===== config.mk =====
export PLATFORM = sky130hd
export DESIGN_NAME = imu_frame_sync_checksum
export DESIGN_NICKNAME = d
export VERILOG_FILES = /design/src/design/ifsc_pkg.sv /design/src/design/imu_frame_sync_checksum.sv /design/src/design/ifsc_store.sv /design/src/design/ifsc_ctrl.sv
export SDC_FILE = /design/constraint.sdc
export NUM_CORES = 1
export LEC_CHECK = 0
export BUFFER_PORTS_ARGS = -buffer_cell sky130_fd_sc_hd__buf_4
export CAP_MARGIN = 20
export CORE_MARGIN = 4
export CORE_UTILIZATION = 50
export CTS_CLUSTER_DIAMETER = 30
export DETAILED_ROUTE_END_ITERATION = 16
export GPL_ROUTABILITY_DRIVEN = 0
export HOLD_SLACK_MARGIN = 0.08
export PLACE_DENSITY_LB_ADDON = 0.12
export SLEW_MARGIN = 20
export SYNTH_ARGS = -nofsm -noshare
export SYNTH_HDL_FRONTEND = slang
export SYNTH_HIERARCHICAL = 1
export SYNTH_SLANG_ARGS = --single-unit

===== constraint.sdc =====
create_clock -name clk_i -period 2.7 [get_ports clk_i]
set_clock_uncertainty 0.05 [all_clocks]
set_input_delay 0.54 -clock clk_i [delete_from_list [all_inputs] [get_ports clk_i]]
set_output_delay 0.54 -clock clk_i [all_outputs]
set_load 0.01 [all_outputs]

===== src/design/ifsc_pkg.sv =====
// ----------------------------------------------------------------------------
// IMU frame sync and checksum package
// Shared constants, types and the store request bundle for the frame
// receiver.
// ----------------------------------------------------------------------------
package ifsc_pkg;

  // Frame geometry: header bytes, body and checksum byte, then the sensor id.
  localparam int unsigned FRAME_LEN   = 12;
  localparam int unsigned STORE_DEPTH = FRAME_LEN - 1;
  localparam int unsigned SUM_LEN     = FRAME_LEN - 2;
  localparam int unsigned IDX_W       = $clog2(STORE_DEPTH);

  // Header bytes and the reset value of the sensor id register.
  localparam logic [7:0] HDR_FIRST     = 8'h55;
  localparam logic [7:0] HDR_SECOND    = 8'h53;
  localparam logic [7:0] SENSOR_ID_RST = 8'h01;

  // Store positions used for compares, sized to the index width.
  localparam logic [IDX_W-1:0] IDX_LAST     = IDX_W'(STORE_DEPTH - 1);
  localparam logic [IDX_W-1:0] IDX_SUM_LEN  = IDX_W'(SUM_LEN);
  localparam logic [IDX_W-1:0] IDX_ONE      = IDX_W'(1);

  // Header hunt phase.
  typedef enum logic [1:0] {
    PH_HUNT   = 2'd0,
    PH_SECOND = 2'd1,
    PH_BODY   = 2'd2
  } phase_e;

  // Sequencer state.
  typedef enum logic [1:0] {
    ST_IDLE = 2'd0,
    ST_READ = 2'd1,
    ST_LOAD = 2'd2,
    ST_ID   = 2'd3
  } seq_state_e;

  // Request from the sequencer to the frame store.
  typedef struct packed {
    logic             we;
    logic [IDX_W-1:0] waddr;
    logic [7:0]       wdata;
    logic             re;
    logic [IDX_W-1:0] raddr;
  } store_req_t;

endpackage


===== src/design/imu_frame_sync_checksum.sv =====
// ----------------------------------------------------------------------------
// IMU frame sync and checksum receiver
// Header synchronized byte frame receiver with an 8-bit additive checksum.
// ----------------------------------------------------------------------------
// Usage: received bytes enter on the rx channel, one transfer per byte, while
// rx_stall_o is low. The block hunts for 0x55 then 0x53, stores the frame and
// sums all bytes before the checksum byte with one shared 8-bit adder as they
// arrive. When the checksum byte matches, rx_stall_o rises and the sequencer
// plays out a frame of FRAME_LEN bytes, each stored byte by a store read,
// then an output load. The last byte is the sensor id with out_last_o set. A
// stall on the output channel holds the output register and pauses the
// sequencer. A mismatched frame yields nothing and the hunt restarts at once.
// The config channel is always ready and writes the sensor id; write it only
// while the block is idle. Reset clears the hunt, empties the output and sets
// the sensor id to 1; the store needs no clearing.
// ----------------------------------------------------------------------------
module imu_frame_sync_checksum import ifsc_pkg::*; (
  input  logic       clk_i,
  input  logic       rst_ni,
  input  logic       cfg_valid_i,
  output logic       cfg_ready_o,
  input  logic [7:0] cfg_sensor_id_i,
  input  logic       rx_valid_i,
  output logic       rx_stall_o,
  input  logic [7:0] rx_byte_i,
  output logic       out_valid_o,
  input  logic       out_stall_i,
  output logic [7:0] out_byte_o,
  output logic       out_last_o
);

  store_req_t store_req;
  logic [7:0] store_rdata;

  assign cfg_ready_o = 1'b1;

  // Sequencer with the shared checksum adder.
  ifsc_ctrl u_ctrl (
    .clk_i           (clk_i),
    .rst_ni          (rst_ni),
    .cfg_valid_i     (cfg_valid_i),
    .cfg_sensor_id_i (cfg_sensor_id_i),
    .rx_valid_i      (rx_valid_i),
    .rx_byte_i       (rx_byte_i),
    .rx_stall_o      (rx_stall_o),
    .out_stall_i     (out_stall_i),
    .out_valid_o     (out_valid_o),
    .out_byte_o      (out_byte_o),
    .out_last_o      (out_last_o),
    .store_req_o     (store_req),
    .store_rdata_i   (store_rdata)
  );

  // Frame store.
  ifsc_store u_store (
    .clk_i   (clk_i),
    .req_i   (store_req),
    .rdata_o (store_rdata)
  );

endmodule


===== src/design/ifsc_store.sv =====
// ----------------------------------------------------------------------------
// IMU frame store
// Single write, single read byte memory holding the frame being received.
// The read data is registered.
// ----------------------------------------------------------------------------
module ifsc_store import ifsc_pkg::*; (
  input  logic       clk_i,
  input  store_req_t req_i,
  output logic [7:0] rdata_o
);

  logic [7:0] mem [STORE_DEPTH];
  logic [7:0] rdata_q;

  // Write port.
  always_ff @(posedge clk_i) begin
    if (req_i.we) begin
      mem[req_i.waddr] <= req_i.wdata;
    end
  end

  // Registered read port; the data holds until the next read.
  always_ff @(posedge clk_i) begin
    if (req_i.re) begin
      rdata_q <= mem[req_i.raddr];
    end
  end

  assign rdata_o = rdata_q;

endmodule


===== src/design/ifsc_ctrl.sv =====
// ----------------------------------------------------------------------------
// IMU frame sequencer
// Hunts for the header, writes the frame to the store, runs the checksum
// through one shared 8-bit adder and plays a good frame out byte by byte.
// ----------------------------------------------------------------------------
module ifsc_ctrl import ifsc_pkg::*; (
  input  logic       clk_i,
  input  logic       rst_ni,
  input  logic       cfg_valid_i,
  input  logic [7:0] cfg_sensor_id_i,
  input  logic       rx_valid_i,
  input  logic [7:0] rx_byte_i,
  output logic       rx_stall_o,
  input  logic       out_stall_i,
  output logic       out_valid_o,
  output logic [7:0] out_byte_o,
  output logic       out_last_o,
  output store_req_t store_req_o,
  input  logic [7:0] store_rdata_i
);

  seq_state_e       state_q, state_d;
  phase_e           phase_q, phase_d;
  logic [IDX_W-1:0] count_q, count_d;
  logic [IDX_W-1:0] idx_q, idx_d;
  logic [7:0]       sum_q, sum_d;
  logic [7:0]       sensor_id_q;
  logic             out_valid_q, out_valid_d;
  logic [7:0]       out_byte_q, out_byte_d;
  logic             out_last_q, out_last_d;
  logic             rx_xfer;
  logic             out_free;
  logic [7:0]       sum_add;

  assign rx_xfer  = rx_valid_i && (state_q == ST_IDLE);
  assign out_free = !out_valid_q || !out_stall_i;
  // The one adder shared by every checksum byte after the first.
  assign sum_add  = sum_q + rx_byte_i;

  // Sensor id register.
  always_ff @(posedge clk_i or negedge rst_ni) begin
    if (!rst_ni) begin
      sensor_id_q <= SENSOR_ID_RST;
    end else if (cfg_valid_i) begin
      sensor_id_q <= cfg_sensor_id_i;
    end
  end

  // State and control registers.
  always_ff @(posedge clk_i or negedge rst_ni) begin
    if (!rst_ni) begin
      state_q     <= ST_IDLE;
      phase_q     <= PH_HUNT;
      count_q     <= '0;
      idx_q       <= '0;
      sum_q       <= '0;
      out_valid_q <= 1'b0;
    end else begin
      state_q     <= state_d;
      phase_q     <= phase_d;
      count_q     <= count_d;
      idx_q       <= idx_d;
      sum_q       <= sum_d;
      out_valid_q <= out_valid_d;
    end
  end

  // Output payload register.
  always_ff @(posedge clk_i) begin
    out_byte_q <= out_byte_d;
    out_last_q <= out_last_d;
  end

  // Next state, store requests and output loading.
  always_comb begin
    state_d     = state_q;
    phase_d     = phase_q;
    count_d     = count_q;
    idx_d       = idx_q;
    sum_d       = sum_q;
    out_valid_d = out_valid_q && out_stall_i;
    out_byte_d  = out_byte_q;
    out_last_d  = out_last_q;
    store_req_o = '{we: 1'b0, waddr: count_q, wdata: rx_byte_i, re: 1'b0, raddr: idx_q};

    case (state_q)
      ST_IDLE: begin
        if (rx_xfer) begin
          case (phase_q)
            PH_SECOND: begin
              if (rx_byte_i == HDR_SECOND) begin
                store_req_o.we = 1'b1;
                count_d        = count_q + IDX_ONE;
                sum_d          = sum_add;
                phase_d        = PH_BODY;
              end else begin
                count_d = '0;
                phase_d = PH_HUNT;
              end
            end
            PH_BODY: begin
              store_req_o.we = 1'b1;
              if (count_q == IDX_LAST) begin
                // Checksum byte: compare and restart the hunt either way.
                count_d = '0;
                phase_d = PH_HUNT;
                if (sum_q == rx_byte_i) begin
                  idx_d   = '0;
                  state_d = ST_READ;
                end
              end else begin
                count_d = count_q + IDX_ONE;
                if (count_q < IDX_SUM_LEN) begin
                  sum_d = sum_add;
                end
              end
            end
            default: begin
              count_d = '0;
              phase_d = PH_HUNT;
              if (rx_byte_i == HDR_FIRST) begin
                store_req_o.we    = 1'b1;
                store_req_o.waddr = '0;
                count_d           = IDX_ONE;
                sum_d             = rx_byte_i;
                phase_d           = PH_SECOND;
              end
            end
          endcase
        end
      end
      ST_READ: begin
        store_req_o.re = 1'b1;
        state_d        = ST_LOAD;
      end
      ST_LOAD: begin
        if (out_free) begin
          out_valid_d = 1'b1;
          out_byte_d  = store_rdata_i;
          out_last_d  = 1'b0;
          if (idx_q == IDX_LAST) begin
            state_d = ST_ID;
          end else begin
            idx_d   = idx_q + IDX_ONE;
            state_d = ST_READ;
          end
        end
      end
      ST_ID: begin
        if (out_free) begin
          out_valid_d = 1'b1;
          out_byte_d  = sensor_id_q;
          out_last_d  = 1'b1;
          state_d     = ST_IDLE;
        end
      end
      default: begin
        state_d = ST_IDLE;
      end
    endcase
  end

  assign rx_stall_o  = (state_q != ST_IDLE);
  assign out_valid_o = out_valid_q;
  assign out_byte_o  = out_byte_q;
  assign out_last_o  = out_last_q;

endmodule


* Word level (Yosys, flattened, before mapping) *
Memories as Yosys holds them, arrays and structs flattened. A register that Yosys moved wholly into a read port is not among the register bits.
Cells that the tools add are included.

storage, ports and cells
  memories = 1
  input bits = 21
  register bits = 38
  RAM bits = 88
  output and inout port bits = 12

memories
  memory       depth  width  read ports  clocked after memory_dff  wr ports  RTL line          RTL
  u_store.mem  11     8      1           1                         1         ifsc_store.sv:12  logic [7:0] mem [STORE_DEPTH];

cells by class
  equal/unequal tests = 21
  reductions and logical operators = 18
  $add $sub $neg = 3
  order comparisons = 1
  mux-type cells = 45

operators with widths
  operator                                              count
  2-to-1 mux 8 bit                                      6
  2-to-1 mux 4 bit                                      9
  case mux 8 bit (2 select lines)                       2
  2-to-1 mux 2 bit                                      9
  equality test 8 x 7 -> 1 bit (second input constant)  2
  case mux 4 bit (2 select lines)                       2
  2-to-1 mux 5 bit                                      3
  != test 2 x 1 -> 1 bit (second input constant)        6
  AND reduction 6 bit                                   2
  2-to-1 mux 1 bit                                      10
  != test 2 bit (second input constant)                 5
  adder 4 x 1 -> 4 bit (second input constant)          2
  adder 8 bit                                           1
  equality test 4 bit (second input constant)           2
  equality test 8 bit                                   1
  case mux 2 bit (4 select lines)                       1
  AND reduction 7 bit                                   1
  equality test 2 bit (second input constant)           3
  AND reduction 3 bit                                   2
  nonzero test 2 bit                                    3
  equality test 2 x 1 -> 1 bit (second input constant)  2
  < comparator 4 bit (second input constant)            1
  case mux 1 bit (2 select lines)                       2
  case mux 2 bit (2 select lines)                       1
  7 further kinds                                       10

* Longest topological paths before layout *
  depth after elaboration = 7
  depth in mapped cells = 9
  gate-level depth less buffers = 9

* Cells and area by module *
Netlist, hierarchy kept.

modules (own cells, without submodules)
  module                   sequential area each (um^2)  instances  area an instance (um^2)  cells each
  ifsc_store               2882.8                       1          3807.4                   208
  ifsc_ctrl                997.2                        1          2249.7                   221
  imu_frame_sync_checksum  0.0                          1          11.3                     2

* Worst setup path before layout *
No wires, ideal clock.

  path kind = input to register
  start = in rx_byte_i[7]
  end = mem u_store.mem[0][0], enable pin
  setup time = 0.383 ns
  stages = 7
  arrival = 2.508 ns
  path buffers = 0
  path slack = -0.241 ns
  cell sequence = nand4bb_1 -> nor3_1 -> and3_1 -> nand2_1 -> and2_1 -> or3b_2 -> nor3_1

RTL lines
  what                RTL line                       RTL
  start: declaration  imu_frame_sync_checksum.sv:25  input logic [7:0] rx_byte_i,
  end: declaration    ifsc_store.sv:12

* Final worst setup path *
  start = reg u_ctrl.sum_q[6]
  end = reg u_ctrl.idx_q[3]

on the way
  word-level cells in the longest chain between the ends = 3

ends and longest elaborated chain
  what                           RTL line          RTL
  start: declaration             ifsc_ctrl.sv:26   logic [7:0] sum_q, sum_d;
  start signal: assignment       ifsc_ctrl.sv:63   sum_q <= sum_d;
  equality test 8 bit            ifsc_ctrl.sv:107  if (sum_q == rx_byte_i) begin
  != test 2 bit (no line)        --
  AND reduction 7 bit (no line)  --
  end signal: assignment         ifsc_ctrl.sv:62   idx_q <= idx_d;
  end: declaration               ifsc_ctrl.sv:25   logic [IDX_W-1:0] idx_q, idx_d;

Every way passes these cells.
A chain may end at the register's enable or synchronous reset.

==> metrics.yaml <==
ys_warn_count: 6
die_x_um: 118
synth_seq_cells: 134
synth_top_area_cell: "edfxtp_1"
drv_cap: 0
fin_crit_sh_pct: 94.5
placedCellCount: 619
core_area_sq_um: 11700
vias: 3676
design_power_total_mw: 6.35
initial_core_util_pct: 52.0
syn_inst: 431
avgSynthCellArea_sq_um: 14.1
synth_common_cells: "edfxtp_1 (105), mux2_2 (40), dfrtp_1 (28)"
arrival_ns: 2.84
worstHoldPathCells: 2
clockBufferDepth: 2
pwr-share-seq_pct: 40.7
intPower_mw: 4.63
clock_sinks: 134
avgViaCountPerCell: 5.64
worstSetupPathType: "reg -> reg"
clkPwrFrac_pct: 36.6
hold_path_startpoint: "cfg_sensor_id_i[4]"
grt_pass1_vias: 3830
synthToLayoutAreaGrowth_pct: 18.7
hold_path_end: "u_ctrl/sensor_id_q[4]"
busiest_layer: "met2"
end_kind: "flop"
final_nets: 531
p_leak_nw: 2.68
avgRoutedWirePerCell_um: 19.2
gr-total-overflow: 0
swShare_pct: 27.0
synth.most_common_cell: "edfxtp_1"
diodes: 0
ys_seq_area_share_pct: 63.9
synth-main-ff-cell: "edfxtp_1"
period_needed_ns: 2.55
cts.clk_slew.worst_paths_ns: 0.06
instances_no_fill: 652
use_met3_pct: 5.16
synth-async-reset-ratio_pct: 21.6
clockRootBuffer: "clkbuf_16"
grt_max_degree: 46
syn-num-nets: 466
pwr-share-comb_pct: 22.8
powerDensity_nw_per_um2: 881
antenna_found_initial: 0
drc_errors: 0
fmax_mhz: 392
synth_area_leaders: "edfxtp_1 (52%), dfrtp_1 (12%), mux2_2 (7.4%), mux2i_1 (3.1%), ha_1 (2.7%)"
status: "finished clean"
boundaryPins: 33
rows: 39
hpwl_um: 8560
drv_slew: 0
dr.pass1.iters: 4
pre_cts_ws_ns: -0.156
yosysTopAreaCellShare_pct: 52.0
drive_above_1_share_pct: 28.5
crit_start: "u_ctrl/sum_q[6]"
crit_fanout: 2
max_slew_margin_pct: 50.8
cts_buffers: 17
peakVddDrop_uv: 538
hold_slack_ns: 0.302
synth_area_sq_um: 6070
r2r_start: "u_ctrl/sum_q[6]"
p_sw_mw: 1.71
grt_pass1_wl_um: 20300
dr.first_iter.drc_count: 211
fillers: 883
antenna_left: 0
fin_ws_ns: 0.147
die_h_um: 118
finalHoldViolations: 0
synth_cell_type_count: 54
insertion_delay_ns: 0.42
setup_viol: 0
drt_wl_total_um: 12500
grtUsageMet2_pct: 30.7
rr_endpoint: "u_ctrl/idx_q[3]"
r2r_cells: 7
grt_use_met1_pct: 25.4
cts_tree: "built"
dieArea_sq_um: 14000
htreeDepth: 4
worstMarginPinSlew_ns: 0.736
placement.io_buffers: 31
r2r_setup_slack_ns: 0.15
synth-edff-count: 105
crit_required_ns: 2.98
start_kind: "flop"
finalSetupTns_ns: 0
grt_setup_unrepaired: "false"
hp-class: "in -> reg"
grt_use_total_pct: 19.2
[cells by family after synthesis]
| kind of cell | synth area share (%) |
|---|---|
| XOR/XNOR | 0.433 |
| AO/OA/AOI/OAI | 9.22 |
| flip-flops | 63.9 |
| adder cells (fa/ha/maj) | 3.01 |
| other | 0.0618 |
| multiplexers | 10.6 |
| buffers and inverters | 3.92 |
| AND/OR/NAND/NOR | 8.87 |
[state kept, by name, indices dropped and copies added, names as in the netlist]
register and count:
u_ctrl/out_valid_o 1, u_ctrl/sum_q 8, u_ctrl/out_last_o 1, u_store/mem 88, u_ctrl/sensor_id_q 8, u_ctrl/count_q 4, u_store/rdata_o 8, u_ctrl/phase_q 2
u_ctrl/out_byte_o 8, u_ctrl/idx_q 4, u_ctrl/state_q 2
[how the worst max path moves through the flow]
stage | end | slack [ns] | cells after the start
after floorplan | u_store/mem[2][0] | -0.03 | 7
after global placement | u_ctrl/idx_q[3] | -0.14 | 8
after detailed placement | u_ctrl/idx_q[3] | -0.16 | 8
after CTS | u_ctrl/idx_q[3] | 0.13 | 7
after global routing | u_ctrl/idx_q[3] | 0.02 | 7
final | u_ctrl/idx_q[3] | 0.15 | 7
[through the flow]
| step | util, % | cell area, sq um |
|---|---|---|
| after CTS | 61.8 | 7210 |
| after detailed placement | 56.6 | 6600 |
| after global routing | 61.8 | 7210 |
| final | 61.8 | 7210 |
| after global placement | 56.6 | 6600 |
| after floorplan | - | 6080 |
[worst max-delay path: stages, from the launching register on]
cell and delay [ns]:
dfrtp_1 0.39, ha_1 0.29, or4b_1 0.56, nor3_2 0.15, a31oi_1 0.10, or3_4 0.37, or4_1 0.49, o21ai_0 0.08
[layout by cell type, fill, tap and decap left out, drive strengths merged, types with 3 or more instances in the layout]
master,instances
mux2i,19
ha,13
bufinv,3
a21oi,13
clkbuf,23
nor2,21
mux2,40
buf,69
inv,14
o21ai,19
nand3,5
nor3,7
and2,6
clkinv,5
o21a,4
o22ai,11
edfxtp,105
nand2,15
a31oi,3
nand2b,17
dfrtp,28
o31ai,9
o211ai,10
or3,3
nand3b,5
a22o,8
nor2b,7
[layout make-up]
| type | count | area, sq um | area share [%] |
|---|---|---|---|
| sequential | 134 | 3880 | 53.9 |
| multi-input combinational | 259 | 1960 | 27.2 |
| timing repair buffer | 70 | 541 | 7.50 |
| clock buffer | 23 | 468 | 6.49 |
| tap | 143 | 179 | 2.48 |
| clock inverter | 9 | 126 | 1.75 |
| inverter | 14 | 52.6 | 0.729 |
[per-layer routing]
layer  vias to the layer above  wire, um
li1                       1758         -
met1                      1828      5650
met2                        70      6140
met3                        20       567
met4                         0       193
met5                         -         0
[repair_timing]
item,in CTS,in global routing
setup endpoints to repair,0,0
gates resized for setup,0,0
hold buffers,1,0
buffers inserted,0,0
hold endpoints to repair,28,0
[power by group through the flow]
stage / registers, mW / logic, mW / clock network, mW
6_report: 2.58 / 1.45 / 2.32
2_1_floorplan: 2.60 / 1.07 / 0
3_5_place_dp: 2.63 / 1.45 / 0
4_1_cts: 2.59 / 1.46 / 2.35
3_3_place_gp: 2.62 / 1.43 / 0
5_1_grt: 2.61 / 1.58 / 2.46
Power figures use the tool's default switching activity.
